[src/pred_pkg.sv]
package pred_pkg;

    localparam int WORD_W      = 32;
    localparam int EVENT_W     = 24;
    localparam int CHANNEL_W   = 6;
    localparam int CHIP_W      = 5;
    localparam int DCOL_W      = 5;
    localparam int COLUMN_W    = 6;
    localparam int ROW_W       = 7;
    localparam int PULSE_W     = 8;
    localparam int KIND_W      = 2;
    localparam int S_DATA_W    = 2 * WORD_W;
    localparam int M_DATA_W    = 56;

    localparam int FIFO_DEPTH  = 4;
    localparam int PTR_W       = $clog2(FIFO_DEPTH);
    localparam int CNT_W       = $clog2(FIFO_DEPTH + 1);

    localparam logic [KIND_W-1:0] KIND_HEADER  = 2'd0;
    localparam logic [KIND_W-1:0] KIND_TRAILER = 2'd1;
    localparam logic [KIND_W-1:0] KIND_HIT     = 2'd2;

    localparam logic [7:0]           HEADER_MARK  = 8'h50;
    localparam logic [3:0]           TRAILER_MARK = 4'hA;
    localparam logic [CHIP_W-1:0]    CHIP_MAX     = 5'd25;
    localparam logic [CHANNEL_W-1:0] CHANNEL_MIN  = 6'd1;
    localparam logic [CHANNEL_W-1:0] CHANNEL_MAX  = 6'd36;
    localparam logic [ROW_W-1:0]     ROW_ODD_MID  = 7'd80;
    localparam logic [ROW_W-1:0]     ROW_EVEN_MID = 7'd81;

    typedef struct packed {
        logic                 valid;
        logic [CHANNEL_W-1:0] channel;
        logic [CHIP_W-1:0]    chip_id;
        logic [COLUMN_W-1:0]  column;
        logic [ROW_W-1:0]     row;
        logic [PULSE_W-1:0]   pulse;
    } hit_t;

    typedef struct packed {
        logic [KIND_W-1:0]    kind;
        logic [EVENT_W-1:0]   event_id;
        logic [CHANNEL_W-1:0] channel;
        logic [CHIP_W-1:0]    chip_id;
        logic [COLUMN_W-1:0]  column;
        logic [ROW_W-1:0]     row;
        logic [PULSE_W-1:0]   pulse;
        logic                 last;
    } result_t;

endpackage

[src/pred_lane.sv]
module pred_lane
(
    input  logic [pred_pkg::WORD_W-1:0] half,
    output pred_pkg::hit_t              hit
);
    import pred_pkg::*;

    logic [CHANNEL_W-1:0] channel;
    logic [CHIP_W-1:0]    chip_id;
    logic [DCOL_W-1:0]    dcol;
    logic [ROW_W-1:0]     half_code;
    logic                 odd;
    logic                 positive;
    logic [ROW_W-1:0]     row;

    assign channel   = half[31:26];
    assign chip_id   = half[25:21];
    assign dcol      = half[20:16];
    assign half_code = half[15:9];
    assign odd       = half[8];

    always_comb
    begin
        if (odd)
        begin
            positive = (half_code < ROW_ODD_MID);
            row      = positive ? (ROW_ODD_MID - half_code) : (half_code - ROW_ODD_MID);
        end
        else if (half_code == '0)
        begin
            positive = 1'b0;
            row      = ROW_ODD_MID;
        end
        else
        begin
            positive = (half_code > ROW_EVEN_MID);
            row      = positive ? (half_code - ROW_EVEN_MID) : (ROW_EVEN_MID - half_code);
        end
    end

    always_comb
    begin
        hit.valid   = (half[27:0] != '0) && (chip_id <= CHIP_MAX)
                      && (channel >= CHANNEL_MIN) && (channel <= CHANNEL_MAX);
        hit.channel = channel;
        hit.chip_id = chip_id;
        hit.column  = {dcol, positive};
        hit.row     = row;
        hit.pulse   = half[7:0];
    end

endmodule

[src/pred_merge.sv]
module pred_merge
(
    input  logic                        clk,
    input  logic                        rst_n,
    input  logic                        accept,
    input  logic [pred_pkg::WORD_W-1:0] high_half,
    input  pred_pkg::hit_t              hit_lo,
    input  pred_pkg::hit_t              hit_hi,
    output pred_pkg::result_t           res0,
    output pred_pkg::result_t           res1,
    output logic [1:0]                  res_count
);
    import pred_pkg::*;

    logic               in_event_reg;
    logic               in_event_next;
    logic [EVENT_W-1:0] current_event_reg;
    logic [EVENT_W-1:0] current_event_next;
    logic               is_header;
    logic               is_trailer;
    logic               is_data;
    hit_t               first_hit;

    assign is_header  = !in_event_reg && (high_half[31:24] == HEADER_MARK);
    assign is_trailer = in_event_reg && (high_half[31:28] == TRAILER_MARK);
    assign is_data    = in_event_reg && !is_trailer;
    assign first_hit  = hit_lo.valid ? hit_lo : hit_hi;

    always_comb
    begin
        res0      = '0;
        res1      = '0;
        res_count = 2'd0;
        if (is_header)
        begin
            res0.kind     = KIND_HEADER;
            res0.event_id = high_half[EVENT_W-1:0];
            res0.last     = 1'b1;
            res_count     = 2'd1;
        end
        else if (is_trailer)
        begin
            res0.kind     = KIND_TRAILER;
            res0.event_id = current_event_reg;
            res0.last     = 1'b1;
            res_count     = 2'd1;
        end
        else if (is_data)
        begin
            res0.kind     = KIND_HIT;
            res0.event_id = current_event_reg;
            res0.channel  = first_hit.channel;
            res0.chip_id  = first_hit.chip_id;
            res0.column   = first_hit.column;
            res0.row      = first_hit.row;
            res0.pulse    = first_hit.pulse;
            res0.last     = !(hit_lo.valid && hit_hi.valid);
            res1.kind     = KIND_HIT;
            res1.event_id = current_event_reg;
            res1.channel  = hit_hi.channel;
            res1.chip_id  = hit_hi.chip_id;
            res1.column   = hit_hi.column;
            res1.row      = hit_hi.row;
            res1.pulse    = hit_hi.pulse;
            res1.last     = 1'b1;
            res_count     = {1'b0, hit_lo.valid} + {1'b0, hit_hi.valid};
        end
    end

    always_comb
    begin
        in_event_next      = in_event_reg;
        current_event_next = current_event_reg;
        if (accept && is_header)
        begin
            in_event_next      = 1'b1;
            current_event_next = high_half[EVENT_W-1:0];
        end
        else if (accept && is_trailer)
        begin
            in_event_next = 1'b0;
        end
    end

    always_ff @(posedge clk or negedge rst_n)
    begin
        if (!rst_n)
        begin
            in_event_reg      <= 1'b0;
            current_event_reg <= '0;
        end
        else
        begin
            in_event_reg      <= in_event_next;
            current_event_reg <= current_event_next;
        end
    end

`ifndef SYNTHESIS
    a_header_enters: assert property (@(posedge clk) disable iff (!rst_n)
        accept && is_header |=> in_event_reg
            && (current_event_reg == $past(high_half[EVENT_W-1:0])))
        else $error("header did not open an event");
    a_trailer_leaves: assert property (@(posedge clk) disable iff (!rst_n)
        accept && is_trailer |=> !in_event_reg)
        else $error("trailer did not close the event");
    a_pair_only_in_event: assert property (@(posedge clk) disable iff (!rst_n)
        (res_count == 2'd2) |-> (in_event_reg && hit_lo.valid && hit_hi.valid))
        else $error("two results outside a data word");
    a_event_held: assert property (@(posedge clk) disable iff (!rst_n)
        in_event_reg && $past(in_event_reg) |-> $stable(current_event_reg))
        else $error("event number changed inside an event");
`endif

endmodule

[src/pixel_readout_event_decoder_top.sv]
// A result is written into a four-entry result buffer when its word is accepted
// and is shown on the master side from there. One word per cycle is taken while
// each word gives at most one result and the master side takes results; a word
// with two hits fills the buffer faster than the single-result output port drains
// it. A word is taken only while at least two entries are free. Reset (rst_n low,
// asynchronous) leaves the event, clears the event number and empties the buffer.
module pixel_readout_event_decoder_top
(
    input  logic                          clk,
    input  logic                          rst_n,
    input  logic                          s_axis_tvalid,
    output logic                          s_axis_tready,
    // low_half [31:0], high_half [63:32]
    input  logic [pred_pkg::S_DATA_W-1:0] s_axis_tdata,
    output logic                          m_axis_tvalid,
    input  logic                          m_axis_tready,
    // event_id [23:0], channel [29:24], chip_id [34:30], column [40:35],
    // row [47:41], pulse [55:48]
    output logic [pred_pkg::M_DATA_W-1:0] m_axis_tdata,
    // kind [1:0]
    output logic [pred_pkg::KIND_W-1:0]   m_axis_tuser,
    output logic                          m_axis_tlast
);
    import pred_pkg::*;

    logic [WORD_W-1:0] low_half;
    logic [WORD_W-1:0] high_half;
    hit_t              hit_lo;
    hit_t              hit_hi;
    result_t           res0;
    result_t           res1;
    logic [1:0]        res_count;
    logic              accept;
    logic              pop;
    logic [1:0]        push_n;

    result_t           queue_reg [FIFO_DEPTH];
    logic [PTR_W-1:0]  wr_ptr_reg;
    logic [PTR_W-1:0]  wr_ptr_next;
    logic [PTR_W-1:0]  rd_ptr_reg;
    logic [PTR_W-1:0]  rd_ptr_next;
    logic [CNT_W-1:0]  count_reg;
    logic [CNT_W-1:0]  count_next;
    result_t           head;

    assign low_half  = s_axis_tdata[WORD_W-1:0];
    assign high_half = s_axis_tdata[S_DATA_W-1:WORD_W];

    pred_lane u_lane_lo
    (
        .half (low_half),
        .hit  (hit_lo)
    );

    pred_lane u_lane_hi
    (
        .half (high_half),
        .hit  (hit_hi)
    );

    pred_merge u_merge
    (
        .clk       (clk),
        .rst_n     (rst_n),
        .accept    (accept),
        .high_half (high_half),
        .hit_lo    (hit_lo),
        .hit_hi    (hit_hi),
        .res0      (res0),
        .res1      (res1),
        .res_count (res_count)
    );

    assign s_axis_tready = (count_reg <= CNT_W'(FIFO_DEPTH - 2));
    assign accept        = s_axis_tvalid && s_axis_tready;
    assign m_axis_tvalid = (count_reg != '0);
    assign pop           = m_axis_tvalid && m_axis_tready;
    assign push_n        = accept ? res_count : 2'd0;

    assign wr_ptr_next = wr_ptr_reg + PTR_W'(push_n);
    assign rd_ptr_next = rd_ptr_reg + PTR_W'(pop);
    assign count_next  = count_reg + CNT_W'(push_n) - CNT_W'(pop);

    always_ff @(posedge clk)
    begin
        if (push_n != 2'd0)
        begin
            queue_reg[wr_ptr_reg] <= res0;
        end
        if (push_n == 2'd2)
        begin
            queue_reg[wr_ptr_reg + PTR_W'(1)] <= res1;
        end
    end

    always_ff @(posedge clk or negedge rst_n)
    begin
        if (!rst_n)
        begin
            wr_ptr_reg <= '0;
            rd_ptr_reg <= '0;
            count_reg  <= '0;
        end
        else
        begin
            wr_ptr_reg <= wr_ptr_next;
            rd_ptr_reg <= rd_ptr_next;
            count_reg  <= count_next;
        end
    end

    assign head = queue_reg[rd_ptr_reg];

    assign m_axis_tdata = {head.pulse, head.row, head.column, head.chip_id,
                           head.channel, head.event_id};
    assign m_axis_tuser = head.kind;
    assign m_axis_tlast = head.last;

`ifndef SYNTHESIS
    a_count_bound: assert property (@(posedge clk) disable iff (!rst_n)
        count_reg <= CNT_W'(FIFO_DEPTH))
        else $error("result buffer overrun");
    a_ptr_gap: assert property (@(posedge clk) disable iff (!rst_n)
        (count_reg != CNT_W'(FIFO_DEPTH)) |-> (PTR_W'(count_reg) == (wr_ptr_reg - rd_ptr_reg)))
        else $error("buffer pointers disagree with fill level");
    a_count_step: assert property (@(posedge clk) disable iff (!rst_n)
        accept && (res_count == 2'd2) && !pop |=> count_reg == $past(count_reg) + CNT_W'(2))
        else $error("two results not both queued");
`endif

endmodule

[config.mk]
export PLATFORM = sky130hd
export DESIGN_NAME = pixel_readout_event_decoder_top
export DESIGN_NICKNAME = d
export VERILOG_FILES = /design/src/pred_pkg.sv /design/src/pred_lane.sv /design/src/pred_merge.sv /design/src/pixel_readout_event_decoder_top.sv
export SDC_FILE = /design/constraint.sdc
export NUM_CORES = 1
export LEC_CHECK = 0
export ABC_CLOCK_PERIOD_IN_PS = 7400
export BUFFER_PORTS_ARGS = -buffer_cell sky130_fd_sc_hd__buf_2
export CAP_MARGIN = 20
export CELL_PAD_IN_SITES_DETAIL_PLACEMENT = 1
export CELL_PAD_IN_SITES_GLOBAL_PLACEMENT = 1
export CORE_ASPECT_RATIO = 0.6
export CORE_UTILIZATION = 29
export CTS_BUF_LIST = sky130_fd_sc_hd__clkbuf_4
export DETAILED_ROUTE_END_ITERATION = 10
export PLACE_DENSITY_LB_ADDON = 0.12
export SETUP_SLACK_MARGIN = 0.4
export SLEW_MARGIN = 40
export SYNTH_ARGS = -nofsm -noshare
export SYNTH_HDL_FRONTEND = slang
export SYNTH_HIERARCHICAL = 1
export SYNTH_SLANG_ARGS = --single-unit
[constraint.sdc]
create_clock -name clk -period 7.4 [get_ports clk]
set_clock_uncertainty 0.2 [all_clocks]
set_input_delay 0.74 -clock clk [delete_from_list [all_inputs] [get_ports clk]]
set_output_delay 0.74 -clock clk [all_outputs]
set_load 0.03 [all_outputs]
==> Yosys cells after proc, flatten, opt, wreduce, memory -nomap -nowiden <==
Memories as Yosys holds them, arrays and structs flattened.
Cells that the tools add are included.
{ "classes": {"addsub": 14, "n_lt_le_gt_ge": 11, "n_eq_ne": 3, "muxes": 33, "n_reduce_logical": 24} }
{ "op_table": {"columns": ["cell", "n"], "rows": [
  ["2-to-1 mux 59 bit", 4],
  ["2-to-1 mux 32 bit", 3],
  ["2-to-1 mux 7 bit", 8],
  ["nonzero test 28 bit", 2],
  ["2-to-1 mux 26 bit", 2],
  ["subtractor 7 bit, first input constant", 4],
  ["subtractor 7 bit, second input constant", 4],
  ["> comparator 7 bit, second input constant", 2],
  ["logical AND 1 bit", 14],
  ["zero test 7 bit", 2],
  ["< comparator 7 bit, second input constant", 2],
  ["greater-or-equal comparator 6 x 1 -> 1 bit, second input constant", 2],
  ["less-or-equal comparator 6 bit, second input constant", 2],
  ["2-to-1 mux 1 bit", 12],
  ["less-or-equal comparator 5 bit, second input constant", 2],
  ["== test 8 x 7 -> 1 bit, second input constant", 1],
  ["2-to-1 mux 2 bit", 4],
  ["== test 4 bit, second input constant", 1],
  ["nonzero test 2 bit", 2],
  ["adder 3 x 2 -> 3 bit", 1],
  ["less-or-equal comparator 3 x 2 -> 1 bit, second input constant", 1],
  ["zero test 1 bit", 3],
  ["nonzero test 3 bit", 1],
  ["subtractor 3 x 1 -> 3 bit", 1],
  ["other kinds (5)", 5]
]} }
{ "word_totals": {"reg_bits": 32, "ram_bits": 236, "inputBits": 68, "mem_count": 1} }
{ "memory_table": {"columns": ["name", "depth", "word_bits", "rd", "rd_clocked_by_memory_dff", "wr", "line_no", "source"], "rows": [
  ["queue_reg", 4, 59, 1, 0, 2, "pixel_readout_event_decoder_top.sv:37", "result_t queue_reg [FIFO_DEPTH];"]
]} }

==> Logic depth before layout (Yosys ltp) <==
{ "logic_depth": {"ltp_word": 12, "depth_mapped": 16, "ltp_nobuf": 15} }

==> Hierarchy <==
The synthesis kept the hierarchy.
{ "modules_own_cells": {"columns": ["module", "instances", "cells_each", "area_per_inst_um2", "seq_area_each_um2"], "rows": [
  ["pixel_readout_event_decoder_top", 1, 619, 11755.0, 7262.0],
  ["pred_merge", 1, 284, 2288.4, 625.6],
  ["pred_lane", 2, 122, 843.3, 0.0]
]} }

==> Worst setup path before layout <==
No wires, ideal clock.
{ "synth_timing": {"path_kind": "in2reg", "from": "in s_axis_tdata[11] in the netlist's numbering", "to": "mem queue_reg[1][0] in the netlist's numbering (enable)", "t_arrival_ns": 7.075, "required_ns": 6.636, "slack_ns": -0.439, "stages": 12, "path_buffers": 1, "path_cell_list": "buf_2 inv_1 ha_1 inv_1 nor3_1 nand2_1 o31a_1 o311a_1 ha_1 a2bb2oi_1 nand2_1 a211oi_1"} }
{ "synth_lines": {"columns": ["item", "line_no", "source"], "rows": [
  ["start, declared", "pixel_readout_event_decoder_top.sv:14", "input logic [pred_pkg::S_DATA_W-1:0] s_axis_tdata,"],
  ["end, declared", "pixel_readout_event_decoder_top.sv:37", null]
]} }

==> metrics.txt <==
crit path launch type input port; Total Nets Final 1341; total power 5.17 mW; fraction of layout cells with a size suffix above 1 42.2%; WL/cell 25.4 µm; status completed; CTS H-Tree Depth 3; initial antenna violation count 3; Yosys reg bits 268; Post-synth EDFFs 236; Post-synth ARST share 11.9%; critical path endpoint category flip-flop; VDD IR max 0.000119 V; Synth area leader edfxtp_1; vias per std cell 5.06; routed vias 10.2k; Site Rows 65; number of port buffers 128; root buffer cell clkbuf_4; Finished Core Util 33.5%; synthesized area 15700 µm²; Post-Syn Area per Cell 13.7 µm²; Synth Net Count 1238; critical path fanouts, max 43; GR Overflow Total 0; Remaining DRCs 0; Worst Hold Class input port to flip-flop; worst r2r src u_merge/in_event_reg$_DFFE_PN0P_; CTS Hold Bufs 1; DP Area 16800 µm²; Routability Congestion 0.755; Boundary Pins 129; CP Data Arrival Time 4.62 ns; Clock Path Buffers 3; drt total wl 51100 µm; most common cell after layout, fill and taps aside edfxtp_1; Detailed Route Iter0 Violations 610; synthesized instance count 1147; Worst Path Required 7.66 ns; post-layout minimum cycle time 4.36 ns; DRT antenna net count 0; height of the die 182 µm; final hold vios 0; core footprint 53000 µm²; Worst-path clk slew 0.06 ns; Place WS 2.36 ns; Netlist cell types 51; die footprint 55200 µm²; Final Cycle Share 59.0%; Worst-Skew Late Latency 0.74 ns; hold path start s_axis_tdata[42]; count of cells resized by post-cts repair 0; PnR worst setup slack 3.04 ns; worst hold slack 0.0960 ns; area occupied by multi-input gates 7020 µm²; Layout area overhead 12.9%; Die X 303 µm; clock sink total 268; GRT Util Overall 18.9%; setup TNS 0 ns; HPWL Detailed 32700 µm; setup repair bufs after CTS 0; sequential area share after synthesis 50.1%; RSZ-0062 raised after global routing false; largest net degree at the start of global routing 70; Least-Margin Pin Slew 0.803 ns; vias in the first global route 10.9k; register area 7890 µm²; crit path kind input port to flip-flop; headroom to the max-slew limit 46.5%; final setup violation count 0; DRT Pass-1 Iters 5; TritonCTS Buffers 74; Max Fclk 229 MHz; Top FF cell, synth edfxtp_1; Starting Density 29.7%; design area 17800 µm²; Non-Filler Instances 2011; commonest cells after routing, fill and taps aside edfxtp_1, mux2_2, buf_2, clkbuf_4, mux2_1; dpl cells 1876; Critical Path Start s_axis_tdata[10]; Power per Cell Area 291 nW/µm²; post-synth top area share 45.1%; CTS tree yes; final slew viol count 0; synth warn 6; max reg flops 236; fillers 5614; first-pass GRT wire length 76000 µm; max cap viols 0; Leakage 6.77 nW; Synth area leaders edfxtp_1, mux2_2, mux4_2, dfrtp_1, mux2_1
cell type report:
cell class                      instances  share of cell area [%]
Clock inverter                         12                   0.261
Timing Repair Buffer                  157                    5.13
Sequential cell                       268                    44.5
Multi-Input combinational cell        723                    39.5
Antenna cell                            1                  0.0141
Tap cell                              703                    4.95
Clock buffer                          121                    5.12
Inverter                               26                   0.550
report_power, final:
group	total, mW	switching, mW	internal [mW]	leakage, nW
Combinational	1.82	1.15	0.665	3.59
Sequential	1.93	0.112	1.82	2.60
Clock	1.42	0.686	0.735	0.581
critical path, cell delays in order:
cell and delay [ns]:
buf_2 0.10, inv_1 0.16, ha_1 0.26, inv_1 0.11, nor3_1 0.21, nand2_1 0.20, o31a_1 0.34, o311a_2 0.37
ha_1 0.31, a2bb2oi_1 0.32, and2b_1 0.27, nand4_1 0.12, buf_4 0.64, mux2_2 0.41
synthesized netlist by cell type, types with 3 or more instances:
| cell | instances |
|---|---|
| nor2_1 | 45 |
| ha_1 | 22 |
| nor2b_1 | 4 |
| o221ai_1 | 4 |
| mux2_2 | 197 |
| o31ai_1 | 4 |
| o21ai_0 | 38 |
| dfrtp_1 | 32 |
| mux2i_1 | 38 |
| buf_4 | 63 |
| inv_1 | 26 |
| o211ai_1 | 3 |
| mux4_2 | 59 |
| a21oi_1 | 18 |
| o311ai_0 | 4 |
| o31a_1 | 4 |
| nand2_1 | 46 |
| mux2_1 | 65 |
| o22ai_1 | 6 |
| a2bb2oi_1 | 3 |
| edfxtp_1 | 236 |
| clkbuf_1 | 34 |
| buf_6 | 4 |
| buf_2 | 29 |
| o311a_1 | 4 |
| nor4_1 | 8 |
| xnor2_1 | 13 |
| nor3_1 | 10 |
| and2_1 | 60 |
| o21a_1 | 4 |
| nand3_1 | 29 |
| nand4_1 | 6 |
layer usage:
layer,GRT usage (%),vias up,part of all wire [%]
li1,-,4587,-
met1,28.8,5336,52
met2,27.3,195,43
met3,3.40,65,3.4
met4,4.48,0,1.7
met5,0,-,0
cells by family (layout without fill, tap and decap cells):
logic type,count (synthesis),count (layout),share of synthesized area [%]
compound gates,102,102,4.25
flops,268,268,50.1
mux,359,359,29.6
simple gates,223,223,7.60
other cells,1,2,0.0238
buf+inv,156,316,5.65
fa+ha+maj,23,23,1.88
xor+xnor,15,15,0.835
path summary, 6_finish.rpt:
check	cells after the start	to	slack (ns)
setup / recovery	14	queue_reg[3][12]$_DFFE_PP_	3.04
hold / removal	2	u_merge/current_event_reg[10]$_DFFE_PN0P_	0.1
setup reg to reg	7	queue_reg[3][12]$_DFFE_PP_	3.99
hold reg to reg	1	u_merge/current_event_reg[21]$_DFFE_PN0P_	0.32
max in group asynchronous	2	rd_ptr_reg[0]$_DFF_PN0_	6.20
min in group asynchronous	2	u_merge/current_event_reg[9]$_DFFE_PN0P_	0.34
Note: power is estimated with default switching activity, not from simulation.
